<file path="config.mk">
export PLATFORM = sky130hd
export DESIGN_NAME = analog_frame_request_receiver_top
export DESIGN_NICKNAME = d
export VERILOG_FILES = /design/src/hw/rtl/afrr_pkg.sv /design/src/hw/rtl/afrr_regs.sv /design/src/hw/rtl/afrr_core.sv /design/src/hw/rtl/afrr_out.sv /design/src/hw/rtl/analog_frame_request_receiver_top.sv
export SDC_FILE = /design/constraint.sdc
export NUM_CORES = 1
export LEC_CHECK = 0
export BUFFER_PORTS_ARGS = -buffer_cell sky130_fd_sc_hd__buf_4
export CAP_MARGIN = 20
export CORE_ASPECT_RATIO = 1.75
export CORE_UTILIZATION = 40
export DETAILED_ROUTE_END_ITERATION = 6
export PLACE_DENSITY = 0.72
export SYNTH_ARGS = -nofsm -noshare
export SYNTH_HDL_FRONTEND = slang
export SYNTH_SLANG_ARGS = --single-unit
</file>
<file path="constraint.sdc">
create_clock -name clk_i -period 5 [get_ports clk_i]
set_input_delay 1 -clock clk_i [delete_from_list [all_inputs] [get_ports clk_i]]
set_output_delay 1 -clock clk_i [all_outputs]
set_load 0.03 [all_outputs]
</file>
<file path="src/hw/rtl/afrr_pkg.sv">
`default_nettype none

package afrr_pkg;

  localparam int unsigned FrameLen    = 29;
  localparam int unsigned ReqLen      = 5;
  localparam logic [7:0]  ChStx       = 8'h02;
  localparam logic [7:0]  ChEtx       = 8'h03;
  localparam logic [7:0]  ChZero      = 8'h30;
  localparam logic [7:0]  ChOne       = 8'h31;
  localparam logic [7:0]  TimeoutRst  = 8'd100;
  localparam logic [2:0]  MaxChanRst  = 3'd1;

  localparam int unsigned PaddrW      = 3;
  localparam int unsigned PdataW      = 32;

  typedef enum logic [1:0] {
    ActStart = 2'd0,
    ActByte  = 2'd1,
    ActTick  = 2'd2,
    ActNone  = 2'd3
  } action_e;

  typedef enum logic [2:0] {
    StOk      = 3'd0,
    StBadChan = 3'd1,
    StTimeout = 3'd2,
    StChksum  = 3'd3,
    StFormat  = 3'd4,
    StBadHex  = 3'd5
  } status_e;

  typedef enum logic {
    RegTimeout = 1'b0,
    RegMaxChan = 1'b1
  } reg_idx_e;

  typedef struct packed {
    logic [1:0] action;
    logic [2:0] channel;
    logic [7:0] rx_byte;
  } in_item_t;

  typedef struct packed {
    logic        kind;
    logic [7:0]  tx_byte;
    logic [11:0] reading;
    status_e     status;
    logic        last;
  } out_item_t;

  typedef struct packed {
    logic [7:0] timeout_ticks;
    logic [2:0] max_channel;
  } cfg_t;

  // what one processed request leaves for the output side
  typedef struct packed {
    logic        has;
    logic        req;
    status_e     status;
    logic [11:0] reading;
  } res_desc_t;

  function automatic logic [7:0] req_byte(input logic [2:0] idx);
    logic [7:0] b;
    case (idx)
      3'd0:    b = ChStx;
      3'd1:    b = ChZero;
      3'd2:    b = ChOne;
      3'd3:    b = ChEtx;
      3'd4:    b = 8'h66;
      default: b = 8'h00;
    endcase
    return b;
  endfunction

  // {invalid, value}
  function automatic logic [4:0] hex_value(input logic [7:0] c);
    logic [4:0] r;
    if (c >= 8'h30 && c <= 8'h39) begin
      r = {1'b0, c[3:0]};
    end else if (c >= 8'h41 && c <= 8'h46) begin
      r = {1'b0, c[3:0] + 4'd9};
    end else begin
      r = 5'h10;
    end
    return r;
  endfunction

endpackage

`default_nettype wire

</file>
<file path="src/hw/rtl/afrr_regs.sv">
`default_nettype none

module afrr_regs (
  input  wire logic                             clk_i,
  input  wire logic                             rst_ni,
  input  wire logic                             psel,
  input  wire logic                             penable,
  input  wire logic                             pwrite,
  input  wire logic [afrr_pkg::PaddrW-1:0]      paddr,
  input  wire logic [afrr_pkg::PdataW-1:0]      pwdata,
  output logic      [afrr_pkg::PdataW-1:0]      prdata,
  output afrr_pkg::cfg_t                        cfg_o
);

  logic [7:0] timeout_q, timeout_d;
  logic [2:0] max_chan_q, max_chan_d;
  logic       wr_en;
  afrr_pkg::reg_idx_e sel;

  assign sel   = afrr_pkg::reg_idx_e'(paddr[2]);
  assign wr_en = psel && penable && pwrite;

  always_comb begin
    timeout_d  = timeout_q;
    max_chan_d = max_chan_q;
    if (wr_en) begin
      case (sel)
        afrr_pkg::RegTimeout: timeout_d  = pwdata[7:0];
        afrr_pkg::RegMaxChan: max_chan_d = pwdata[2:0];
        default: ;
      endcase
    end
  end

  always_ff @(posedge clk_i or negedge rst_ni) begin
    if (!rst_ni) begin
      timeout_q  <= afrr_pkg::TimeoutRst;
      max_chan_q <= afrr_pkg::MaxChanRst;
    end else begin
      timeout_q  <= timeout_d;
      max_chan_q <= max_chan_d;
    end
  end

  always_comb begin
    case (sel)
      afrr_pkg::RegTimeout: prdata = {{(afrr_pkg::PdataW-8){1'b0}}, timeout_q};
      afrr_pkg::RegMaxChan: prdata = {{(afrr_pkg::PdataW-3){1'b0}}, max_chan_q};
      default:              prdata = '0;
    endcase
  end

  assign cfg_o.timeout_ticks = timeout_q;
  assign cfg_o.max_channel   = max_chan_q;

endmodule

`default_nettype wire

</file>
<file path="src/hw/rtl/afrr_core.sv">
`default_nettype none

module afrr_core (
  input  wire logic                 clk_i,
  input  wire logic                 rst_ni,
  input  wire afrr_pkg::in_item_t   item_i,
  input  wire logic                 take_i,
  input  wire afrr_pkg::cfg_t       cfg_i,
  output afrr_pkg::res_desc_t       desc_o
);

  logic        phase_q, phase_d;
  logic [4:0]  byte_count_q, byte_count_d;
  logic [7:0]  sum_q, sum_d;
  logic [7:0]  tick_q, tick_d;
  logic [2:0]  chan_q, chan_d;
  logic [11:0] digits_q, digits_d;
  logic        format_ok_q, format_ok_d;
  logic        digits_ok_q, digits_ok_d;

  logic [5:0]  first_pos;
  logic [5:0]  pos;
  logic [4:0]  hex;
  logic [7:0]  tick_inc;
  logic [7:0]  b;
  logic        bad_fmt;

  assign b         = item_i.rx_byte;
  assign pos       = {1'b0, byte_count_q};
  assign first_pos = ({3'b000, chan_q} << 1) + {3'b000, chan_q} + 6'd3;
  assign hex       = afrr_pkg::hex_value(b);
  assign tick_inc  = tick_q + 8'd1;
  assign bad_fmt   = (byte_count_q == 5'd0  && b != afrr_pkg::ChStx)
                  || (byte_count_q == 5'd1  && b != afrr_pkg::ChZero)
                  || (byte_count_q == 5'd2  && b != afrr_pkg::ChOne)
                  || (byte_count_q == 5'd27 && b != afrr_pkg::ChEtx);

  always_comb begin
    phase_d      = phase_q;
    byte_count_d = byte_count_q;
    sum_d        = sum_q;
    tick_d       = tick_q;
    chan_d       = chan_q;
    digits_d     = digits_q;
    format_ok_d  = format_ok_q;
    digits_ok_d  = digits_ok_q;
    desc_o       = '0;

    case (afrr_pkg::action_e'(item_i.action))
      afrr_pkg::ActStart: begin
        desc_o.has = 1'b1;
        if (item_i.channel > cfg_i.max_channel) begin
          desc_o.status = afrr_pkg::StBadChan;
        end else begin
          desc_o.req   = 1'b1;
          phase_d      = 1'b1;
          chan_d       = item_i.channel;
          byte_count_d = '0;
          sum_d        = '0;
          tick_d       = '0;
          digits_d     = '0;
          format_ok_d  = 1'b1;
          digits_ok_d  = 1'b1;
        end
      end
      afrr_pkg::ActByte: begin
        if (phase_q) begin
          if (byte_count_q < 5'(afrr_pkg::FrameLen - 1)) begin
            sum_d        = sum_q + b;
            byte_count_d = byte_count_q + 5'd1;
            if (bad_fmt) format_ok_d = 1'b0;
            if (pos >= first_pos && pos < first_pos + 6'd3) begin
              if (hex[4]) digits_ok_d = 1'b0;
              digits_d = {digits_q[7:0], hex[4] ? 4'h0 : hex[3:0]};
            end
          end else begin
            desc_o.has = 1'b1;
            if (sum_q != b) begin
              desc_o.status = afrr_pkg::StChksum;
            end else if (!format_ok_q) begin
              desc_o.status = afrr_pkg::StFormat;
            end else if (!digits_ok_q) begin
              desc_o.status = afrr_pkg::StBadHex;
            end else begin
              desc_o.status  = afrr_pkg::StOk;
              desc_o.reading = digits_q;
            end
            phase_d      = 1'b0;
            byte_count_d = '0;
            sum_d        = '0;
            tick_d       = '0;
            digits_d     = '0;
            format_ok_d  = 1'b1;
            digits_ok_d  = 1'b1;
          end
        end
      end
      afrr_pkg::ActTick: begin
        if (phase_q) begin
          tick_d = tick_inc;
          // a limit of zero behaves like one
          if (tick_inc >= cfg_i.timeout_ticks || tick_inc == 8'd0) begin
            desc_o.has    = 1'b1;
            desc_o.status = afrr_pkg::StTimeout;
            phase_d       = 1'b0;
            byte_count_d  = '0;
            sum_d         = '0;
            tick_d        = '0;
            digits_d      = '0;
            format_ok_d   = 1'b1;
            digits_ok_d   = 1'b1;
          end
        end
      end
      default: ;
    endcase
  end

  always_ff @(posedge clk_i or negedge rst_ni) begin
    if (!rst_ni) begin
      phase_q      <= 1'b0;
      byte_count_q <= '0;
      sum_q        <= '0;
      tick_q       <= '0;
      chan_q       <= '0;
      digits_q     <= '0;
      format_ok_q  <= 1'b1;
      digits_ok_q  <= 1'b1;
    end else if (take_i) begin
      phase_q      <= phase_d;
      byte_count_q <= byte_count_d;
      sum_q        <= sum_d;
      tick_q       <= tick_d;
      chan_q       <= chan_d;
      digits_q     <= digits_d;
      format_ok_q  <= format_ok_d;
      digits_ok_q  <= digits_ok_d;
    end
  end

  a_count_range: assert property (@(posedge clk_i) disable iff (!rst_ni)
    byte_count_q <= 5'(afrr_pkg::FrameLen - 1))
    else $error("byte count past frame end");

  a_idle_clear: assert property (@(posedge clk_i) disable iff (!rst_ni)
    !phase_q |-> (byte_count_q == 5'd0 && tick_q == 8'd0 && sum_q == 8'd0))
    else $error("frame state not cleared while idle");

  a_result_idles: assert property (@(posedge clk_i) disable iff (!rst_ni)
    (take_i && desc_o.has && !desc_o.req && desc_o.status != afrr_pkg::StBadChan)
    |=> !phase_q)
    else $error("still waiting after final result");

endmodule

`default_nettype wire

</file>
<file path="src/hw/rtl/afrr_out.sv">
`default_nettype none

module afrr_out (
  input  wire logic                 clk_i,
  input  wire logic                 rst_ni,
  input  wire afrr_pkg::res_desc_t  desc_i,
  input  wire logic                 load_i,
  output logic                      free_o,
  output logic                      out_valid_o,
  input  wire logic                 out_ready_i,
  output afrr_pkg::out_item_t       out_item_o
);

  logic                valid_q, valid_d;
  logic                req_q, req_d;
  logic [2:0]          idx_q, idx_d;
  afrr_pkg::status_e   status_q, status_d;
  logic [11:0]         reading_q, reading_d;
  logic                last;
  logic                pop;

  assign last = req_q ? (idx_q == 3'(afrr_pkg::ReqLen - 1)) : 1'b1;
  assign pop  = valid_q && out_ready_i;
  assign free_o = !valid_q || (out_ready_i && last);

  always_comb begin
    valid_d   = valid_q;
    req_d     = req_q;
    idx_d     = idx_q;
    status_d  = status_q;
    reading_d = reading_q;
    if (pop) begin
      if (last) begin
        valid_d = 1'b0;
      end else begin
        idx_d = idx_q + 3'd1;
      end
    end
    if (load_i) begin
      valid_d   = 1'b1;
      req_d     = desc_i.req;
      idx_d     = '0;
      status_d  = desc_i.status;
      reading_d = desc_i.reading;
    end
  end

  always_ff @(posedge clk_i or negedge rst_ni) begin
    if (!rst_ni) begin
      valid_q <= 1'b0;
      req_q   <= 1'b0;
      idx_q   <= '0;
    end else begin
      valid_q <= valid_d;
      req_q   <= req_d;
      idx_q   <= idx_d;
    end
  end

  always_ff @(posedge clk_i) begin
    status_q  <= status_d;
    reading_q <= reading_d;
  end

  assign out_valid_o        = valid_q;
  assign out_item_o.kind    = !req_q;
  assign out_item_o.tx_byte = req_q ? afrr_pkg::req_byte(idx_q) : 8'h00;
  assign out_item_o.reading = req_q ? 12'h000 : reading_q;
  assign out_item_o.status  = req_q ? afrr_pkg::StOk : status_q;
  assign out_item_o.last    = last;

  a_load_free: assert property (@(posedge clk_i) disable iff (!rst_ni)
    load_i |-> free_o)
    else $error("result loaded over one still pending");

  a_idx_range: assert property (@(posedge clk_i) disable iff (!rst_ni)
    valid_q && req_q |-> idx_q < 3'(afrr_pkg::ReqLen))
    else $error("request byte index out of range");

  a_req_advance: assert property (@(posedge clk_i) disable iff (!rst_ni)
    (pop && req_q && !last && !load_i) |=> (valid_q && idx_q == $past(idx_q) + 3'd1))
    else $error("request byte sequence skipped");

endmodule

`default_nettype wire

</file>
<file path="src/hw/rtl/analog_frame_request_receiver_top.sv">
// Channel   Dir  Handshake                 Payload
// in        in   in_valid_i / in_ready_o   in_item_i  (action, channel, rx_byte)
// out       out  out_valid_o / out_ready_i out_item_o (kind, tx_byte, reading, status, last)
// cfg       in   psel/penable/pwrite/pready paddr, pwdata, prdata (timeout, max channel)
//
// Requests go through an input register, then combinational decode and frame
// update, then an output register. Bytes, ticks and ignored requests with no result
// never wait on the output register; an accepted start holds it until all of its
// request bytes are taken. Reset is asynchronous and clears all control state.
// in_ready_o drops only while the input register holds a request that
// produces results and the output register cannot take them yet.
`default_nettype none

module analog_frame_request_receiver_top (
  input  wire logic                             clk_i,
  input  wire logic                             rst_ni,
  input  wire logic                             in_valid_i,
  output logic                                  in_ready_o,
  input  wire afrr_pkg::in_item_t               in_item_i,
  output logic                                  out_valid_o,
  input  wire logic                             out_ready_i,
  output afrr_pkg::out_item_t                   out_item_o,
  input  wire logic                             psel,
  input  wire logic                             penable,
  input  wire logic                             pwrite,
  input  wire logic [afrr_pkg::PaddrW-1:0]      paddr,
  input  wire logic [afrr_pkg::PdataW-1:0]      pwdata,
  output logic      [afrr_pkg::PdataW-1:0]      prdata,
  output logic                                  pready
);

  afrr_pkg::cfg_t       cfg;
  afrr_pkg::res_desc_t  desc;
  afrr_pkg::in_item_t   in_q;
  logic                 in_valid_q, in_valid_d;
  logic                 advance;
  logic                 out_free;

  assign pready = 1'b1;

  afrr_regs u_regs (
    .clk_i   (clk_i),
    .rst_ni  (rst_ni),
    .psel    (psel),
    .penable (penable),
    .pwrite  (pwrite),
    .paddr   (paddr),
    .pwdata  (pwdata),
    .prdata  (prdata),
    .cfg_o   (cfg)
  );

  assign advance    = in_valid_q && (!desc.has || out_free);
  assign in_ready_o = !in_valid_q || advance;

  always_comb begin
    in_valid_d = in_valid_q;
    if (advance) in_valid_d = 1'b0;
    if (in_valid_i && in_ready_o) in_valid_d = 1'b1;
  end

  always_ff @(posedge clk_i or negedge rst_ni) begin
    if (!rst_ni) begin
      in_valid_q <= 1'b0;
    end else begin
      in_valid_q <= in_valid_d;
    end
  end

  always_ff @(posedge clk_i) begin
    if (in_valid_i && in_ready_o) in_q <= in_item_i;
  end

  afrr_core u_core (
    .clk_i  (clk_i),
    .rst_ni (rst_ni),
    .item_i (in_q),
    .take_i (advance),
    .cfg_i  (cfg),
    .desc_o (desc)
  );

  afrr_out u_out (
    .clk_i       (clk_i),
    .rst_ni      (rst_ni),
    .desc_i      (desc),
    .load_i      (advance && desc.has),
    .free_o      (out_free),
    .out_valid_o (out_valid_o),
    .out_ready_i (out_ready_i),
    .out_item_o  (out_item_o)
  );

endmodule

`default_nettype wire
</file>
==> summary.md <==
| Metric | Value |
|---|---|
| Status | finished, final reports clean |
| Number of synthesis warnings | 0 |
| # diodes | 0 |
| Critical path's slowest cell | dfrtp_1 |
| Placement Setup Slack | 825 ps |
| Slew Viols, Final | 0 |
| Skew-Pair Late Insertion Delay | 340 ps |
| Worst r2r path cells | 13 |
| Slew @ Worst Pin | 907 ps |
| Full die area | 0.0144 mm^2 |
| CP Capture Type | primary output |
| Placer Congestion | 0.877 |
| Hold WC Path Type | reg -> reg |
| Postcts setup bufs | 0 |
| Hold_buf cts | 0 |
| DRT Wirelength | 11,400 um |
| Num CTS Buffers | 9 |
| Core ar. | 0.0135 mm^2 |
| IO Pins | 115 |
| Final instance area | 0.00634 mm^2 |
| Gr usage total | 0.168 |
| Crit path arrival time | 3420 ps |
| Synth cell types | 69 |
| CP Cell Sequence | ha_1 > nand2_1 > or2_1 > xnor2_1 > ha_1 > a21oi_1 > a21boi_0 > inv_1 > o211ai_2 > o211ai_1 > nor2_1 > inv_1 > buf_4 |
| Endpoints failing hold | 0 |
| Overflow after GRT | 0 |
| Asr flop ratio synth | 0.667 |
| Pleak | 2.87 nW |
| Syn Area/Cell | 10.0 um^2 |
| Endpoints failing setup | 0 |
| DP Area | 0.00606 mm^2 |
| Post-DR vias/cell | 5.19 |
| Hold path depth | 2 |
| Fin crit share | 0.885 |
| Vias post-DR | 4,098 |
| Setup WS post-layout | 576 ps |
| CTS tree | done |
| Slowest Stage Delay on Critical Path | 480 ps |
| Clock Pin Slew Worst Setup and Hold Paths | 60 ps |
| CTS Buffer Depth | 2 |
| Setup TNS Final | 0 ps |
| H-tree depth | 3 |
| Worst-path fanout max | 7 |
| DR top layer | met4 |
| Largest net degree at the start of global routing | 57 |
| Sequential fraction of the synthesis area | 0.403 |
| Tmin final | 4420 ps |
| Pre-antenna DRT Iters | 4 |
| Clock sink count | 84 |
| DR WL/cell | 14.4 um |
| Port Buf Inserts | 61 |
| Overall Power | 2.79 mW |
| Die Y | 158 um |
| Initial Util | 0.412 |
| Met1 wire length | 4250 um |
| Yosys reg bits | 84 |
| DR DRC count | 0 |
| Met3 Wirelength | 402 um |
| ANT nets after route | 0 |
| Setup crit start kind | flop |
| Fraction of layout cells with a size suffix above 1 | 0.203 |
| Number of synthesized flops with an enable pin | 28 |
| Fillers | 1,272 |
| Top_reg_cell synth | dfrtp_1 |
| Initial antenna violation count | 0 |
| DIE WIDTH | 91.3 um |
| Worst EP required | 4000 ps |
| Detail Placement HPWL | 8770 um |
| Clock Skew | 10.1 ps |
| Crit Path Category | reg -> out |
| Max-cap violations | 0 |
| First-pass GRT wire length | 19,200 um |
| Power Density | 440 mW/mm^2 |
| Metal2 WL | 6400 um |
| Number of global-route vias before repair | 4,258 |
| Post-Synthesis Cells | 556 |
| Area Overhead vs Synth | 13.7% |
| Maximum VDD drop | 0.232 mV |
| Clock root buffer | clkbuf_16 |
| Mapped Area | 0.00558 mm^2 |
| Peak Freq | 0.226 GHz |
| Slew Limit Headroom | 0.388 |
| Iter 0 DRT Violations | 246 |
| Post-layout net count | 720 |
| RSZ-0062 raised after global routing | no |
| Row count | 56 |
| CTS resizes | 0 |
[final timing paths]
path | start | to | slack, ps
worst min-delay path | u_core.format_ok_q | u_core.format_ok_q | 480
max in group asynchronous | rst_ni | u_out.req_q | 3780
worst min register to register | u_core.format_ok_q | u_core.format_ok_q | 480
min in group asynchronous | rst_ni | u_core.sum_q[4] | 730
worst max-delay path | u_core.tick_q[0] | in_ready_o | 580
worst max register to register | u_core.chan_q[0] | u_core.digits_q[7] | 820
[critical path, delay by kind of cell (launching register included)]
| family | cells | cell delay [ps] |
|---|---|---|
| flops | 1 | 480 |
| buf+inv | 3 | 330 |
| xor+xnor | 1 | 170 |
| compound gates | 4 | 860 |
| simple gates | 3 | 580 |
| fa+ha+maj | 2 | 650 |
[through the flow]
stage,hold slack [ps],cells,util
after global routing,497,790,0.469
final,482,790,0.469
after floorplan,450,581,-
after global placement,461,774,0.448
after detailed placement,470,774,0.448
after CTS,483,790,0.469
[state kept, by name (all words and copies together), names as in the netlist, 3 cells and up]
name / flops
u_core.digits_q: 12
u_regs.timeout_q: 8
u_core.sum_q: 8
u_out.reading_q: 12
u_core.chan_q: 3
u_out.status_q: 3
u_regs.max_chan_q: 3
u_core.byte_count_q: 5
u_out.idx_q: 3
in_q: 13
u_core.tick_q: 8
[cell families after synthesis]
| logic type | synth area share |
|---|---|
| and+or+nand+nor | 0.162 |
| muxes | 0.0752 |
| buffers and inverters | 0.0828 |
| adders and majority gates | 0.124 |
| AOI/OAI and AO/OA | 0.111 |
| DFF | 0.403 |
| xor gates and xnor gates | 0.0406 |
| other | 0.00135 |
[area by class of cell]
class	instances	area, um^2	area share
Sequential cell	84	2250	0.355
Multi-Input combinational cell	410	2960	0.467
Timing Repair Buffer	64	480	0.0758
Inverter	42	158	0.0249
Clock buffer	11	243	0.0383
Clock inverter	5	35.0	0.00552
Tap cell	174	218	0.0343
[per-layer routing]
layer	global-route usage	vias up
li1	-	1982
met1	0.164	1957
met2	0.334	133
met3	0.0293	26
met4	0.0839	0
met5	0	-
[cells in the final DEF, fill, tap and decap left out, drive strengths merged, types with 4 or more instances in the layout]
master / instances
buf: 64
ha: 52
nor2: 51
dfrtp: 50
inv: 43
nand2: 30
edfxtp: 28
conb: 27
nor2b: 26
mux2: 26
o21ai: 25
nor3: 23
nand3: 16
a21oi: 16
xnor2: 13
xor2: 12
mux2i: 11
clkbuf: 11
nand2b: 8
dfstp: 6
and2: 5
a22o: 5
a31o: 5
o211ai: 5
o21a: 4
and3: 4
a211oi: 4
or2: 4
[power breakdown]
group / leakage (nW) / total (mW) / internal [mW] / switching, mW
clock network: 0.136 / 0.622 / 0.351 / 0.271
registers: 0.994 / 0.944 / 0.825 / 0.119
logic: 1.74 / 1.22 / 0.510 / 0.714
[cell usage after synthesis (all sizes together) (2+ instances only)]
library cell | number | area (um^2)
nand2 | 30 | 113
conb | 2 | 7.51
nor4 | 3 | 25.0
o21a | 4 | 30.0
nand3 | 16 | 85.1
and3 | 4 | 25.0
nor2 | 51 | 194
o41ai | 3 | 26.3
mux2 | 26 | 297
a32oi | 2 | 17.5
dfrtp | 50 | 1250
mux2i | 11 | 123
nand4 | 3 | 18.8
o31a | 3 | 26.3
nor2b | 26 | 165
and2 | 5 | 31.3
a31o | 5 | 43.8
a21oi | 16 | 95.1
xnor2 | 13 | 121
o21ai | 25 | 125
fa | 2 | 40.0
a31oi | 3 | 18.8
clkbuf | 9 | 33.8
xor2 | 12 | 105
ha | 52 | 651
a22o | 5 | 43.8
nor3 | 23 | 115
edfxtp | 28 | 841
nor3b | 2 | 20.0
a21o | 3 | 22.5
inv | 42 | 158
dfstp | 6 | 158
buf | 36 | 270
o211ai | 5 | 42.5
o21bai | 2 | 15.0
a21boi | 2 | 15.0
or2 | 4 | 27.5
nand2b | 8 | 50.1
a211oi | 4 | 42.5
Note: power is estimated with default switching activity, not from simulation.
